File: config.mk
export PLATFORM = sky130hd
export DESIGN_NAME = rc_drive_command_mixer_flat
export DESIGN_NICKNAME = d
export VERILOG_FILES = /design/src/rtl/rdcm_pkg.sv /design/src/rtl/rdcm_channels.sv /design/src/rtl/rc_drive_command_mixer.sv /design/src/flat_wrapper.sv
export SDC_FILE = /design/constraint.sdc
export NUM_CORES = 1
export LEC_CHECK = 0
export BUFFER_PORTS_ARGS = -buffer_cell sky130_fd_sc_hd__buf_2
export CAP_MARGIN = 20
export CORE_ASPECT_RATIO = 0.8
export CORE_MARGIN = 5
export CORE_UTILIZATION = 45
export CTS_CLUSTER_DIAMETER = 30
export CTS_CLUSTER_SIZE = 10
export DETAILED_ROUTE_END_ITERATION = 10
export PLACE_DENSITY = 0.6
export SYNTH_ARGS = -nofsm -noshare
export SYNTH_HDL_FRONTEND = slang
export SYNTH_SLANG_ARGS = --single-unit
File: constraint.sdc
create_clock -name clock -period 15.1 [get_ports clock]
set_input_delay 2.265 -clock clock [delete_from_list [all_inputs] [get_ports clock]]
set_output_delay 2.265 -clock clock [all_outputs]
set_load 0.01 [all_outputs]
File: src/rtl/rdcm_pkg.sv
package rdcm_pkg;

   localparam int unsigned CMD_W      = 2;
   localparam int unsigned WIDTH_W    = 15;
   localparam int unsigned BYTE_W     = 8;
   localparam int unsigned THROTTLE_W = 13;
   localparam int unsigned STEER_W    = 8;
   localparam int unsigned MAG_W      = 7;

   typedef enum logic [CMD_W-1:0] {
      CMD_MODE = 2'd0,
      CMD_AUX  = 2'd1,
      CMD_PAIR = 2'd2,
      CMD_BYTE = 2'd3
   } cmd_type;

   typedef enum logic [3:0] {
      PH_START  = 4'b0001,
      PH_SIGN   = 4'b0010,
      PH_DIGITS = 4'b0100,
      PH_DONE   = 4'b1000
   } phase_type;

   // pulse widths, us
   localparam logic [WIDTH_W-1:0] MID_US        = 15'd1500;
   localparam logic [WIDTH_W-1:0] MAX_WIDTH_US  = 15'd25000;
   localparam logic [WIDTH_W-1:0] STEER_BASE_US = 15'd1000;
   localparam logic [WIDTH_W-1:0] STEER_SPAN_US = 15'd1000;

   // throttle commands, us
   localparam logic [THROTTLE_W-1:0] THR_MID      = 13'd1500;
   localparam logic [THROTTLE_W-1:0] THR_REVERSE  = 13'd1450;
   localparam logic [THROTTLE_W-1:0] THR_TURN     = 13'd1553;
   localparam logic [THROTTLE_W-1:0] THR_STRAIGHT = 13'd1555;

   // steering angles, degrees
   localparam logic [STEER_W-1:0] STEER_MIN        = 8'd40;
   localparam logic [STEER_W-1:0] STEER_MAX        = 8'd140;
   localparam logic [STEER_W-1:0] STEER_CENTER     = 8'd90;
   localparam logic [STEER_W-1:0] RED_ABOVE        = 8'd93;
   localparam logic [STEER_W-1:0] MAN_BLUE_BELOW   = 8'd80;
   localparam logic [STEER_W-1:0] AUTO_BLUE_BELOW  = 8'd83;
   localparam logic [STEER_W-1:0] TURN_LOW         = 8'd60;
   localparam logic [STEER_W-1:0] TURN_HIGH        = 8'd120;

   localparam logic [MAG_W-1:0] SAT_MAG    = 7'd127;
   localparam logic [MAG_W-1:0] LINE_CLAMP = 7'd50;

   // x/5 = (x*52429)>>18 exact below 2^18; x/10 = (x*205)>>11 exact below 1024
   localparam logic [16:0] DIV5_MUL   = 17'd52429;
   localparam int unsigned DIV5_SHIFT = 18;
   localparam logic [7:0]  DIV10_MUL   = 8'd205;
   localparam int unsigned DIV10_SHIFT = 11;

   // ASCII
   localparam logic [BYTE_W-1:0] CH_TAB   = 8'h09;
   localparam logic [BYTE_W-1:0] CH_LF    = 8'h0A;
   localparam logic [BYTE_W-1:0] CH_VT    = 8'h0B;
   localparam logic [BYTE_W-1:0] CH_FF    = 8'h0C;
   localparam logic [BYTE_W-1:0] CH_CR    = 8'h0D;
   localparam logic [BYTE_W-1:0] CH_SPACE = 8'h20;
   localparam logic [BYTE_W-1:0] CH_PLUS  = 8'h2B;
   localparam logic [BYTE_W-1:0] CH_MINUS = 8'h2D;
   localparam logic [BYTE_W-1:0] CH_ZERO  = 8'h30;
   localparam logic [BYTE_W-1:0] CH_NINE  = 8'h39;

endpackage

File: src/rtl/rdcm_channels.sv
interface rdcm_req_if;
   logic                              valid;
   logic                              ready;
   logic [rdcm_pkg::CMD_W-1:0]        cmd;
   logic [rdcm_pkg::WIDTH_W-1:0]      pulse_width;
   logic [rdcm_pkg::WIDTH_W-1:0]      steer_width;
   logic [rdcm_pkg::BYTE_W-1:0]       serial_byte;

   modport source (output valid, cmd, pulse_width, steer_width, serial_byte, input ready);
   modport sink   (input valid, cmd, pulse_width, steer_width, serial_byte, output ready);
endinterface

interface rdcm_rsp_if;
   logic                              valid;
   logic                              ready;
   logic [rdcm_pkg::THROTTLE_W-1:0]   throttle_us;
   logic [rdcm_pkg::STEER_W-1:0]      steer_deg;
   logic                              aux_on;
   logic                              led_red;
   logic                              blue_led;
   logic                              serial_mode;

   modport source (output valid, throttle_us, steer_deg, aux_on, led_red, blue_led, serial_mode,
                   input ready);
   modport sink   (input valid, throttle_us, steer_deg, aux_on, led_red, blue_led, serial_mode,
                   output ready);
endinterface

File: src/rtl/rc_drive_command_mixer.sv
// RC drive command mixer. Each request transaction is one event (mode pulse, aux pulse,
// manual throttle/steer pair, or serial byte) and produces exactly one response
// transaction carrying the throttle, steering angle, aux, LED and mode outputs as they
// stand after the event. The block takes one transaction per cycle unless response
// backpressure stalls it: a request is captured in an input register, evaluated
// combinationally, and the updated control state is itself the response register, so a
// response is offered once its request has passed both registers; response backpressure
// stalls the input register, with one request held while a response waits.
module rc_drive_command_mixer (
   input  logic       clock,
   input  logic       reset,
   rdcm_req_if.sink   req_chan,
   rdcm_rsp_if.source rsp_chan
);

   // input register
   logic                                in_valid_ff;
   logic [rdcm_pkg::CMD_W-1:0]          cmd_ff;
   logic [rdcm_pkg::WIDTH_W-1:0]        pw_ff;
   logic [rdcm_pkg::WIDTH_W-1:0]        sw_ff;
   logic [rdcm_pkg::BYTE_W-1:0]         byte_ff;

   // control state, also the response payload
   logic                                rsp_valid_ff;
   logic                                auto_ff, auto_in;
   logic                                aux_ff, aux_in;
   logic [rdcm_pkg::THROTTLE_W-1:0]     throttle_ff, throttle_us_in;
   logic [rdcm_pkg::STEER_W-1:0]        steer_ff, steer_deg_in;
   logic                                red_ff, red_in;
   logic                                blue_ff, blue_in;
   rdcm_pkg::phase_type                 phase_ff, phase_in;
   logic                                neg_ff, neg_in;
   logic [rdcm_pkg::MAG_W-1:0]          mag_ff, mag_in;

   logic advance;
   logic take_req;

   assign advance  = in_valid_ff && (!rsp_valid_ff || rsp_chan.ready);
   assign take_req = req_chan.valid && req_chan.ready;

   assign req_chan.ready       = !in_valid_ff || advance;
   assign rsp_chan.valid       = rsp_valid_ff;
   assign rsp_chan.throttle_us = throttle_ff;
   assign rsp_chan.steer_deg   = steer_ff;
   assign rsp_chan.aux_on      = aux_ff;
   assign rsp_chan.led_red     = red_ff;
   assign rsp_chan.blue_led    = blue_ff;
   assign rsp_chan.serial_mode = auto_ff;

   // manual pair mapping
   logic [rdcm_pkg::WIDTH_W-1:0]    w_c, s_c, thr_diff, st_diff;
   logic                            thr_up;
   logic [31:0]                     div5_prod;
   logic [rdcm_pkg::THROTTLE_W-1:0] thr_q;
   logic [rdcm_pkg::THROTTLE_W-1:0] man_thr;
   logic [17:0]                     div10_prod;
   logic [rdcm_pkg::STEER_W-1:0]    man_steer;

   assign w_c = (pw_ff > rdcm_pkg::MAX_WIDTH_US) ? '0 : pw_ff;
   assign s_c = (sw_ff > rdcm_pkg::MAX_WIDTH_US) ? '0 : sw_ff;

   assign thr_up    = w_c > rdcm_pkg::MID_US;
   assign thr_diff  = thr_up ? (w_c - rdcm_pkg::MID_US) : (rdcm_pkg::MID_US - w_c);
   assign div5_prod = 32'(thr_diff) * 32'(rdcm_pkg::DIV5_MUL);
   assign thr_q     = div5_prod[rdcm_pkg::DIV5_SHIFT +: rdcm_pkg::THROTTLE_W];
   assign man_thr   = thr_up ? (rdcm_pkg::THR_MID + thr_q) : (rdcm_pkg::THR_MID - thr_q);

   assign st_diff    = s_c - rdcm_pkg::STEER_BASE_US;
   assign div10_prod = 18'(st_diff[9:0]) * 18'(rdcm_pkg::DIV10_MUL);

   always_comb begin
      if (s_c <= rdcm_pkg::STEER_BASE_US) begin
         man_steer = rdcm_pkg::STEER_MIN;
      end else if (st_diff >= rdcm_pkg::STEER_SPAN_US) begin
         man_steer = rdcm_pkg::STEER_MAX;
      end else begin
         man_steer = rdcm_pkg::STEER_MIN
                   + {1'b0, div10_prod[rdcm_pkg::DIV10_SHIFT +: 7]};
      end
   end

   // serial parsing
   logic                             is_digit, is_space, is_sign;
   logic [3:0]                       digit_val;
   logic [10:0]                      mag_acc;
   logic [rdcm_pkg::MAG_W-1:0]       mag_sat;
   logic [rdcm_pkg::MAG_W-1:0]       mag_cl;
   logic [rdcm_pkg::STEER_W-1:0]     line_steer;

   assign is_digit  = (byte_ff >= rdcm_pkg::CH_ZERO) && (byte_ff <= rdcm_pkg::CH_NINE);
   assign is_space  = (byte_ff == rdcm_pkg::CH_SPACE) || (byte_ff == rdcm_pkg::CH_TAB) ||
                      (byte_ff == rdcm_pkg::CH_VT) || (byte_ff == rdcm_pkg::CH_FF) ||
                      (byte_ff == rdcm_pkg::CH_CR);
   assign is_sign   = (byte_ff == rdcm_pkg::CH_PLUS) || (byte_ff == rdcm_pkg::CH_MINUS);
   assign digit_val = byte_ff[3:0];
   assign mag_acc   = 11'(mag_ff) * 11'd10 + 11'(digit_val);
   assign mag_sat   = (mag_acc > 11'(rdcm_pkg::SAT_MAG)) ? rdcm_pkg::SAT_MAG
                                                         : mag_acc[rdcm_pkg::MAG_W-1:0];
   assign mag_cl    = (mag_ff > rdcm_pkg::LINE_CLAMP) ? rdcm_pkg::LINE_CLAMP : mag_ff;
   assign line_steer = neg_ff ? (rdcm_pkg::STEER_CENTER - {1'b0, mag_cl})
                              : (rdcm_pkg::STEER_CENTER + {1'b0, mag_cl});

   always_comb begin
      auto_in        = auto_ff;
      aux_in         = aux_ff;
      throttle_us_in = throttle_ff;
      steer_deg_in   = steer_ff;
      red_in         = red_ff;
      blue_in        = blue_ff;
      phase_in       = phase_ff;
      neg_in         = neg_ff;
      mag_in         = mag_ff;
      case (rdcm_pkg::cmd_type'(cmd_ff))
         rdcm_pkg::CMD_MODE: begin
            auto_in = pw_ff > rdcm_pkg::MID_US;
         end
         rdcm_pkg::CMD_AUX: begin
            aux_in = pw_ff > rdcm_pkg::MID_US;
         end
         rdcm_pkg::CMD_PAIR: begin
            if (!auto_ff) begin
               throttle_us_in = man_thr;
               steer_deg_in   = man_steer;
               if (man_thr < rdcm_pkg::THR_REVERSE) begin
                  red_in  = 1'b1;
                  blue_in = 1'b1;
               end else begin
                  red_in  = man_steer > rdcm_pkg::RED_ABOVE;
                  blue_in = man_steer < rdcm_pkg::MAN_BLUE_BELOW;
               end
            end
         end
         rdcm_pkg::CMD_BYTE: begin
            if (auto_ff) begin
               if (byte_ff == rdcm_pkg::CH_LF) begin
                  steer_deg_in   = line_steer;
                  throttle_us_in = (line_steer < rdcm_pkg::TURN_LOW ||
                                    line_steer > rdcm_pkg::TURN_HIGH) ? rdcm_pkg::THR_TURN
                                                                      : rdcm_pkg::THR_STRAIGHT;
                  red_in         = line_steer > rdcm_pkg::RED_ABOVE;
                  blue_in        = line_steer < rdcm_pkg::AUTO_BLUE_BELOW;
                  phase_in       = rdcm_pkg::PH_START;
                  neg_in         = 1'b0;
                  mag_in         = '0;
               end else begin
                  case (phase_ff)
                     rdcm_pkg::PH_START: begin
                        if (is_space) begin
                           phase_in = rdcm_pkg::PH_START;
                        end else if (is_sign) begin
                           neg_in   = byte_ff == rdcm_pkg::CH_MINUS;
                           phase_in = rdcm_pkg::PH_SIGN;
                        end else if (is_digit) begin
                           mag_in   = {3'b000, digit_val};
                           phase_in = rdcm_pkg::PH_DIGITS;
                        end else begin
                           phase_in = rdcm_pkg::PH_DONE;
                        end
                     end
                     rdcm_pkg::PH_SIGN, rdcm_pkg::PH_DIGITS: begin
                        if (is_digit) begin
                           mag_in   = mag_sat;
                           phase_in = rdcm_pkg::PH_DIGITS;
                        end else begin
                           phase_in = rdcm_pkg::PH_DONE;
                        end
                     end
                     default: begin
                        phase_in = phase_ff;
                     end
                  endcase
               end
            end
         end
         default: begin
            auto_in = auto_ff;
         end
      endcase
   end

   always_ff @(posedge clock) begin
      if (take_req) begin
         cmd_ff  <= req_chan.cmd;
         pw_ff   <= req_chan.pulse_width;
         sw_ff   <= req_chan.steer_width;
         byte_ff <= req_chan.serial_byte;
      end
      if (reset) begin
         in_valid_ff  <= 1'b0;
         rsp_valid_ff <= 1'b0;
         auto_ff      <= 1'b0;
         aux_ff       <= 1'b0;
         throttle_ff  <= rdcm_pkg::THR_MID;
         steer_ff     <= rdcm_pkg::STEER_CENTER;
         red_ff       <= 1'b0;
         blue_ff      <= 1'b0;
         phase_ff     <= rdcm_pkg::PH_START;
         neg_ff       <= 1'b0;
         mag_ff       <= '0;
      end else begin
         if (take_req) begin
            in_valid_ff <= 1'b1;
         end else if (advance) begin
            in_valid_ff <= 1'b0;
         end
         if (advance) begin
            rsp_valid_ff <= 1'b1;
            auto_ff      <= auto_in;
            aux_ff       <= aux_in;
            throttle_ff  <= throttle_us_in;
            steer_ff     <= steer_deg_in;
            red_ff       <= red_in;
            blue_ff      <= blue_in;
            phase_ff     <= phase_in;
            neg_ff       <= neg_in;
            mag_ff       <= mag_in;
         end else if (rsp_chan.ready) begin
            rsp_valid_ff <= 1'b0;
         end
      end
   end

endmodule

File: src/flat_wrapper.sv
// flat-port wrapper written by rule: the top's interface ports become plain ports
module rc_drive_command_mixer_flat 
  (clock, reset, req_chan_valid, req_chan_cmd, req_chan_pulse_width, req_chan_steer_width, req_chan_serial_byte, req_chan_ready, rsp_chan_valid, rsp_chan_throttle_us, rsp_chan_steer_deg, rsp_chan_aux_on, rsp_chan_led_red, rsp_chan_blue_led, rsp_chan_serial_mode, rsp_chan_ready);
  rdcm_req_if req_chan_i ();
  rdcm_rsp_if rsp_chan_i ();
  input  logic clock;
  input  logic reset;
  input wire logic [$bits(req_chan_i.valid)-1:0] req_chan_valid;
  input wire logic [$bits(req_chan_i.cmd)-1:0] req_chan_cmd;
  input wire logic [$bits(req_chan_i.pulse_width)-1:0] req_chan_pulse_width;
  input wire logic [$bits(req_chan_i.steer_width)-1:0] req_chan_steer_width;
  input wire logic [$bits(req_chan_i.serial_byte)-1:0] req_chan_serial_byte;
  output wire logic [$bits(req_chan_i.ready)-1:0] req_chan_ready;
  output wire logic [$bits(rsp_chan_i.valid)-1:0] rsp_chan_valid;
  output wire logic [$bits(rsp_chan_i.throttle_us)-1:0] rsp_chan_throttle_us;
  output wire logic [$bits(rsp_chan_i.steer_deg)-1:0] rsp_chan_steer_deg;
  output wire logic [$bits(rsp_chan_i.aux_on)-1:0] rsp_chan_aux_on;
  output wire logic [$bits(rsp_chan_i.led_red)-1:0] rsp_chan_led_red;
  output wire logic [$bits(rsp_chan_i.blue_led)-1:0] rsp_chan_blue_led;
  output wire logic [$bits(rsp_chan_i.serial_mode)-1:0] rsp_chan_serial_mode;
  input wire logic [$bits(rsp_chan_i.ready)-1:0] rsp_chan_ready;
  assign req_chan_i.valid = req_chan_valid;
  assign req_chan_i.cmd = req_chan_cmd;
  assign req_chan_i.pulse_width = req_chan_pulse_width;
  assign req_chan_i.steer_width = req_chan_steer_width;
  assign req_chan_i.serial_byte = req_chan_serial_byte;
  assign req_chan_ready = req_chan_i.ready;
  assign rsp_chan_valid = rsp_chan_i.valid;
  assign rsp_chan_throttle_us = rsp_chan_i.throttle_us;
  assign rsp_chan_steer_deg = rsp_chan_i.steer_deg;
  assign rsp_chan_aux_on = rsp_chan_i.aux_on;
  assign rsp_chan_led_red = rsp_chan_i.led_red;
  assign rsp_chan_blue_led = rsp_chan_i.blue_led;
  assign rsp_chan_serial_mode = rsp_chan_i.serial_mode;
  assign rsp_chan_i.ready = rsp_chan_ready;
  rc_drive_command_mixer u_core (.clock(clock), .reset(reset), .req_chan(req_chan_i), .rsp_chan(rsp_chan_i));
endmodule
# --- Word-level counts from Yosys, hierarchy flattened ---
# Index checks and enable logic that the tools add are counted.
totals:
  reg_bits: 79
  in_bits: 44
  out_inout_bits: 27
  elab_cells: 140
classes:
  n_addsub: 9
  n_mul: 3
  order_cmp: 17
  n_eq_ne: 22
  mux: 47
  reduce_logical: 27
ops:
  columns: ["op", "n"]
  rows:
  - ["$mux W13", 4]
  - ["$mux W7", 7]
  - ["$mux W8", 6]
  - ["$mux W15", 3]
  - ["$eq A8 B4 Y1 const B", 5]
  - ["$mul A15 B16 Y31 const B", 1]
  - ["$gt A15 B11 Y1 const B", 2]
  - ["$gt A15 B15 Y1 const B", 2]
  - ["$pmux W13 S2", 1]
  - ["$eq A8 B6 Y1 const B", 3]
  - ["$gt A8 B7 Y1 const B", 3]
  - ["$mul A10 B8 Y18 const B", 1]
  - ["$lt A8 B7 Y1 const B", 2]
  - ["$mux W1", 16]
  - ["$mux W4", 4]
  - ["$pmux W8 S2", 1]
  - ["$ge A15 B10 Y1 const B", 1]
  - ["$le A15 B10 Y1 const B", 1]
  - ["$sub A11 B15 Y15 const A", 1]
  - ["$sub A15 B10 Y15 const B", 1]
  - ["$sub A15 B11 Y15 const B", 1]
  - ["$pmux W7 S2", 1]
  - ["$add A11 B13 Y13 const A", 1]
  - ["$lt A13 B11 Y1 const B", 1]
  - ["35 further kinds", 56]

# --- Longest topological paths before layout ---
depth:
  depth_word: 11
  ltp_mapped: 49
  ltp_nobuf: 45

# --- Worst setup path after synthesis ---
# Ideal clock, no wire load.
synth_timing:
  path_kind: "flip-flop to flip-flop"
  startpoint: "reg u_core.pw_ff[11] (netlist name)"
  endpoint: "reg u_core.red_ff, in the netlist u_core.rsp_chan.led_red"
  setup_ns: 0.142
  arrival_time_ns: 10.857
  required_ns: 14.958
  setup_slack_ns: 4.101
  path_stages_with_launch: 47
  n_path_buf: 4
  period_less_slack_ns: 10.999
  path_cell_list: "edfxtp_1 nor3_2 nand4_2 o31a_1 clkbuf_1 or2_2 clkbuf_1 and2_1 ha_1 nand2_1 nor2_1 a31oi_1 nor2b_1 clkbuf_1 nor2_1 clkbuf_1 nor2_1 a211oi_1 (+11 left out) inv_1 fa_1 inv_1 ha_1 nand4_1 or3_1 a2111oi_0 nand2_1 or3_1 a31oi_4 inv_1 ha_1 a21o_1 and4_1 or4_4 or3_1 o211ai_2 a311oi_1"
synth_via:
  elab_chain_cells: 11
  elab_cells_between_ends: 14
  classes_between: "add/sub: 4; mul: 1; order compare: 3; mux: 6"
synth_rtl:
  columns: ["item", "line", "source"]
  rows:
  - ["from (decl)", "rc_drive_command_mixer.sv:19", "logic [rdcm_pkg::WIDTH_W-1:0] pw_ff;"]
  - ["from (signal assigned)", "rc_drive_command_mixer.sv:184", "pw_ff <= req_chan.pulse_width;"]
  - ["$gt A15 B15 Y1", "rc_drive_command_mixer.sv:59", "assign w_c = (pw_ff > rdcm_pkg::MAX_WIDTH_US) ? '0 : pw_ff;"]
  - ["$mux W15 *", "rc_drive_command_mixer.sv:59", null]
  - ["$sub A11 B15 Y15 (tied with other cells)", "rc_drive_command_mixer.sv:63", "assign thr_diff = thr_up ? (w_c - rdcm_pkg::MID_US) : (rdcm_pkg::MID_US - w_c);"]
  - ["$mux W15", "rc_drive_command_mixer.sv:63", null]
  - ["$mul A15 B16 Y31", "rc_drive_command_mixer.sv:64", "assign div5_prod = 32'(thr_diff) * 32'(rdcm_pkg::DIV5_MUL);"]
  - ["$sub A11 B13 Y13 / $add A11 B13 Y13 (equally long branches)", "rc_drive_command_mixer.sv:66", "assign man_thr = thr_up ? (rdcm_pkg::THR_MID + thr_q) : (rdcm_pkg::THR_MID - thr_q);"]
  - ["$mux W13 *", "rc_drive_command_mixer.sv:66", null]
  - ["$lt A13 B11 Y1 *", "rc_drive_command_mixer.sv:124", "if (man_thr < rdcm_pkg::THR_REVERSE) begin"]
  - ["$mux W1 *", "rc_drive_command_mixer.sv:124", null]
  - ["$mux W1 *", "rc_drive_command_mixer.sv:121", "if (!auto_ff) begin"]
  - ["$pmux W1 S2 *", "rc_drive_command_mixer.sv:113", "case (rdcm_pkg::cmd_type'(cmd_ff))"]
  - ["to (signal assigned)", "rc_drive_command_mixer.sv:212", "red_ff <= red_in;"]
  - ["to (decl)", "rc_drive_command_mixer.sv:29", "logic red_ff, red_in;"]
# Mark *: on every way between the ends. The rest lies on a longest branch, timed or not. The select of a mux whose other input is x is not followed.
# A chain may end at the register's enable or synchronous reset.

# --- Worst setup path in the final report ---
layout_timing:
  startpoint: "reg u_core.pw_ff[11] (netlist name)"
  endpoint: "reg u_core.blue_ff, in the netlist u_core.rsp_chan.blue_led"
layout_via:
  elab_chain_cells: 11
  elab_cells_between_ends: 14
  classes_between: "add/sub: 4; mul: 1; order compare: 3; mux: 6"
layout_rtl:
  columns: ["item", "line", "source"]
  rows:
  - ["$gt A15 B15 Y1", "rc_drive_command_mixer.sv:59", null]
  - ["$mux W15 *", "rc_drive_command_mixer.sv:59", null]
  - ["$sub A11 B15 Y15 (tied with other cells)", "rc_drive_command_mixer.sv:63", null]
  - ["$mux W15", "rc_drive_command_mixer.sv:63", null]
  - ["$mul A15 B16 Y31", "rc_drive_command_mixer.sv:64", null]
  - ["$sub A11 B13 Y13 / $add A11 B13 Y13 (equally long branches)", "rc_drive_command_mixer.sv:66", null]
  - ["$mux W13 *", "rc_drive_command_mixer.sv:66", null]
  - ["$lt A13 B11 Y1 *", "rc_drive_command_mixer.sv:124", null]
  - ["$mux W1 *", "rc_drive_command_mixer.sv:124", null]
  - ["$mux W1 *", "rc_drive_command_mixer.sv:121", null]
  - ["$pmux W1 S2 *", "rc_drive_command_mixer.sv:113", null]
  - ["to (signal assigned)", "rc_drive_command_mixer.sv:213", "blue_ff <= blue_in;"]
  - ["to (decl)", "rc_drive_command_mixer.sv:30", "logic blue_ff, blue_in;"]
# Marks and branches as above.

==> results.md <==
- Clock Latency Late Sink: roughly 0.35 ns
- Synth Register Bits: a little under 80
- RSZ-0062 raised after global routing: false
- Top delay family on crit path: adder cells
- Tmin final: around 12 ns
- Commonest non-fill, non-tap cell in the layout: ha_1
- Number of remaining DRC errors: 0
- Final setup viols: 0
- Max Clk Rate: 84.8 MHz
- Synthesized area per cell: roughly 9 um^2
- Routed WL per cell: 16.4 um
- CP max stage delay: slightly above 0.6 ns
- Fillers: around 2,300
- Post-CTS sizing: 0
- Syn Inst Count: around 1,200
- Clock skew: just over 0.009 ns
- Setup_tns: 0 ns
- Vias post-DR: ~8,900
- CP Class: flip-flop to flip-flop
- First-pass GRT wire length: around 44,000 um
- Starting Density: a little under half
- Commonest non-fill, non-tap cells in the layout: ha_1 (188), inv_1 (160), nor2_1 (97)
- Post-synth EDFFs: 40
- Grt total ovfl: 0
- Cell variety after synth: 83
- Reg area: 1980 um^2
- Rel. slew slack: 37.1%
- Cell row count: 51
- Bufs and invs on worst path: 5
- Setup bufs post-CTS: 0
- Worst-Margin Slew: approximately 0.94 ns
- Clk buf depth: 2
- Die extent in x: 185 um
- Via density: 5.51
- HP Class: flip-flop to flip-flop
- Fin. Hold Viols: 0
- DP Worst Slack: approximately 2.8 ns
- Clk sinks: between 70 and 80
- Number of hold buffers added after CTS: 0
- Clk slew on worst S/H paths: 0.06 ns
- Worst Setup Start Kind: flip-flop
- Multi-input logic area: between 8000 and 9000 um^2
- RD Place Congestion: 0.880
- Initial antenna violation count: 0
- Critical Path End Type: flip-flop
- Core ar.: ~24,000 um^2
- CP max FO: 13
- Worst EP required: 15.28 ns
- Layout cells sized above 1: roughly 9.8%
- Global-route usage over all layers: between 15 and 20%
- Die Area: approximately 28,000 um^2
- Share of flip-flops with an asynchronous set or reset: 0%
- Root buffer cell: clkbuf_16
- Final wirelength: about 27,000 um
- Status: complete, no violations
- CTS tree: done
- IO Pins: between 70 and 80
- Crit path DAT: 11.96 ns
- Syn. warnings: 0
- Primary FF master, synth: edfxtp_1
- Vias in the first global route: 8,397
- Input/output buffers: 70
- Largest net degree at the start of global routing: between 40 and 50
- Area delta synth->final: 9.08%
- Die height: roughly 150 um
- CP most frequent cell: fa_1
- Num CTS Buffers: 9
- Crit path max-delay cell type: fa_1
- Pre-antenna DRT Iters: 5
- Crit share post-route: 78.1%
- Routed Antenna Nets: 0
- Mapped Area: 11,000 um^2
- N_diodes: 0
- Fin nets: approximately 1,600
- DP Wirelength: around 23,000 um
- Max Slew Vio Count: 0
- Max-cap viol count: 0
- Syn nets: 1,551
- Iteration-0 DRC Markers: a little over 600
- Final worst slack: 3.31 ns
- H-tree Lvls: 3
- Register area share after synthesis: 18.1%
state kept, by name, indices dropped and copies added, names as in the netlist, 2 cells and up:
signal,count
u_core.byte_ff,8
u_core.cmd_ff,2
u_core.mag_ff,7
u_core.phase_ff,4
u_core.pw_ff,15
u_core.rsp_chan.steer_deg,8
u_core.rsp_chan.throttle_us,13
u_core.sw_ff,15
final timing paths:
check	endpoint	startpoint	slack (ns)	cells after the start
worst min register to register	u_core.rsp_chan.throttle_us[6]	u_core.rsp_chan.throttle_us[6]	0.48	2
worst max-delay path	u_core.rsp_chan.blue_led	u_core.pw_ff[11]	3.31	44
worst max register to register	u_core.rsp_chan.blue_led	u_core.pw_ff[11]	3.31	44
worst min-delay path	u_core.rsp_chan.throttle_us[6]	u_core.rsp_chan.throttle_us[6]	0.48	2
metrics by stage:
stage | cell area (um^2) | hold slack, ns | std cells | utilization [%]
2_1_floorplan | 11000 | 0.481 | 1243 | -
3_3_place_gp | 11600 | 0.461 | 1601 | 48.0
3_5_place_dp | 11600 | 0.467 | 1601 | 48.0
4_1_cts | 11900 | 0.482 | 1617 | 49.4
5_1_grt | 12000 | 0.503 | 1619 | 49.5
6_report | 12000 | 0.482 | 1619 | 49.5
layout make-up:
class / count / share of cell area (%)
Multi-Input combinational cell: 971 / 69.0
Sequential cell: 79 / 16.6
Inverter: 161 / 5.05
Tap cell: 318 / 3.33
Timing Repair Buffer: 74 / 3.18
Clock buffer: 11 / 2.12
Clock inverter: 5 / 0.722
cells in the mapped netlist (all sizes together), types with 19 or more instances:
cell type	n	area, um^2
a21o	23	173
xor2	29	269
fa	76	1520
nor2	97	364
a31oi	22	153
nor3	27	156
inv	160	601
ha	188	2350
nand2	85	319
and3	19	119
dfxtp	39	781
o21ai	54	274
nand3	26	130
edfxtp	40	1200
a21oi	76	380
clkbuf	25	93.8
xnor2	35	314
kinds of logic (layout without fill, tap and decap cells):
group / Yosys count / count (layout) / share of synthesized area [%]
compound gates: 284 / 284 / 17.7
xor+xnor: 64 / 64 / 5.32
fa+ha+maj: 264 / 264 / 35.3
buf+inv: 193 / 251 / 6.64
flops: 79 / 79 / 18.1
mux: 10 / 10 / 0.947
simple gates: 349 / 349 / 16.0
routing by layer:
metal	track usage, %	up-vias	part of all wire, %
met5	0	-	0
met2	28.1	201	40
met1	30.7	4163	53
met4	3.14	0	1.3
li1	-	4527	-
met3	3.94	26	5.8
tightest hold or removal path: cells and delay by family, from the launching register on:
family	cells	cell delay, ns
AOI/OAI and AO/OA	2	0.13
DFF	1	0.32
Power is not shown: default switching activity piles up to over one toggle a cycle in this logic, so the estimate is an artifact.
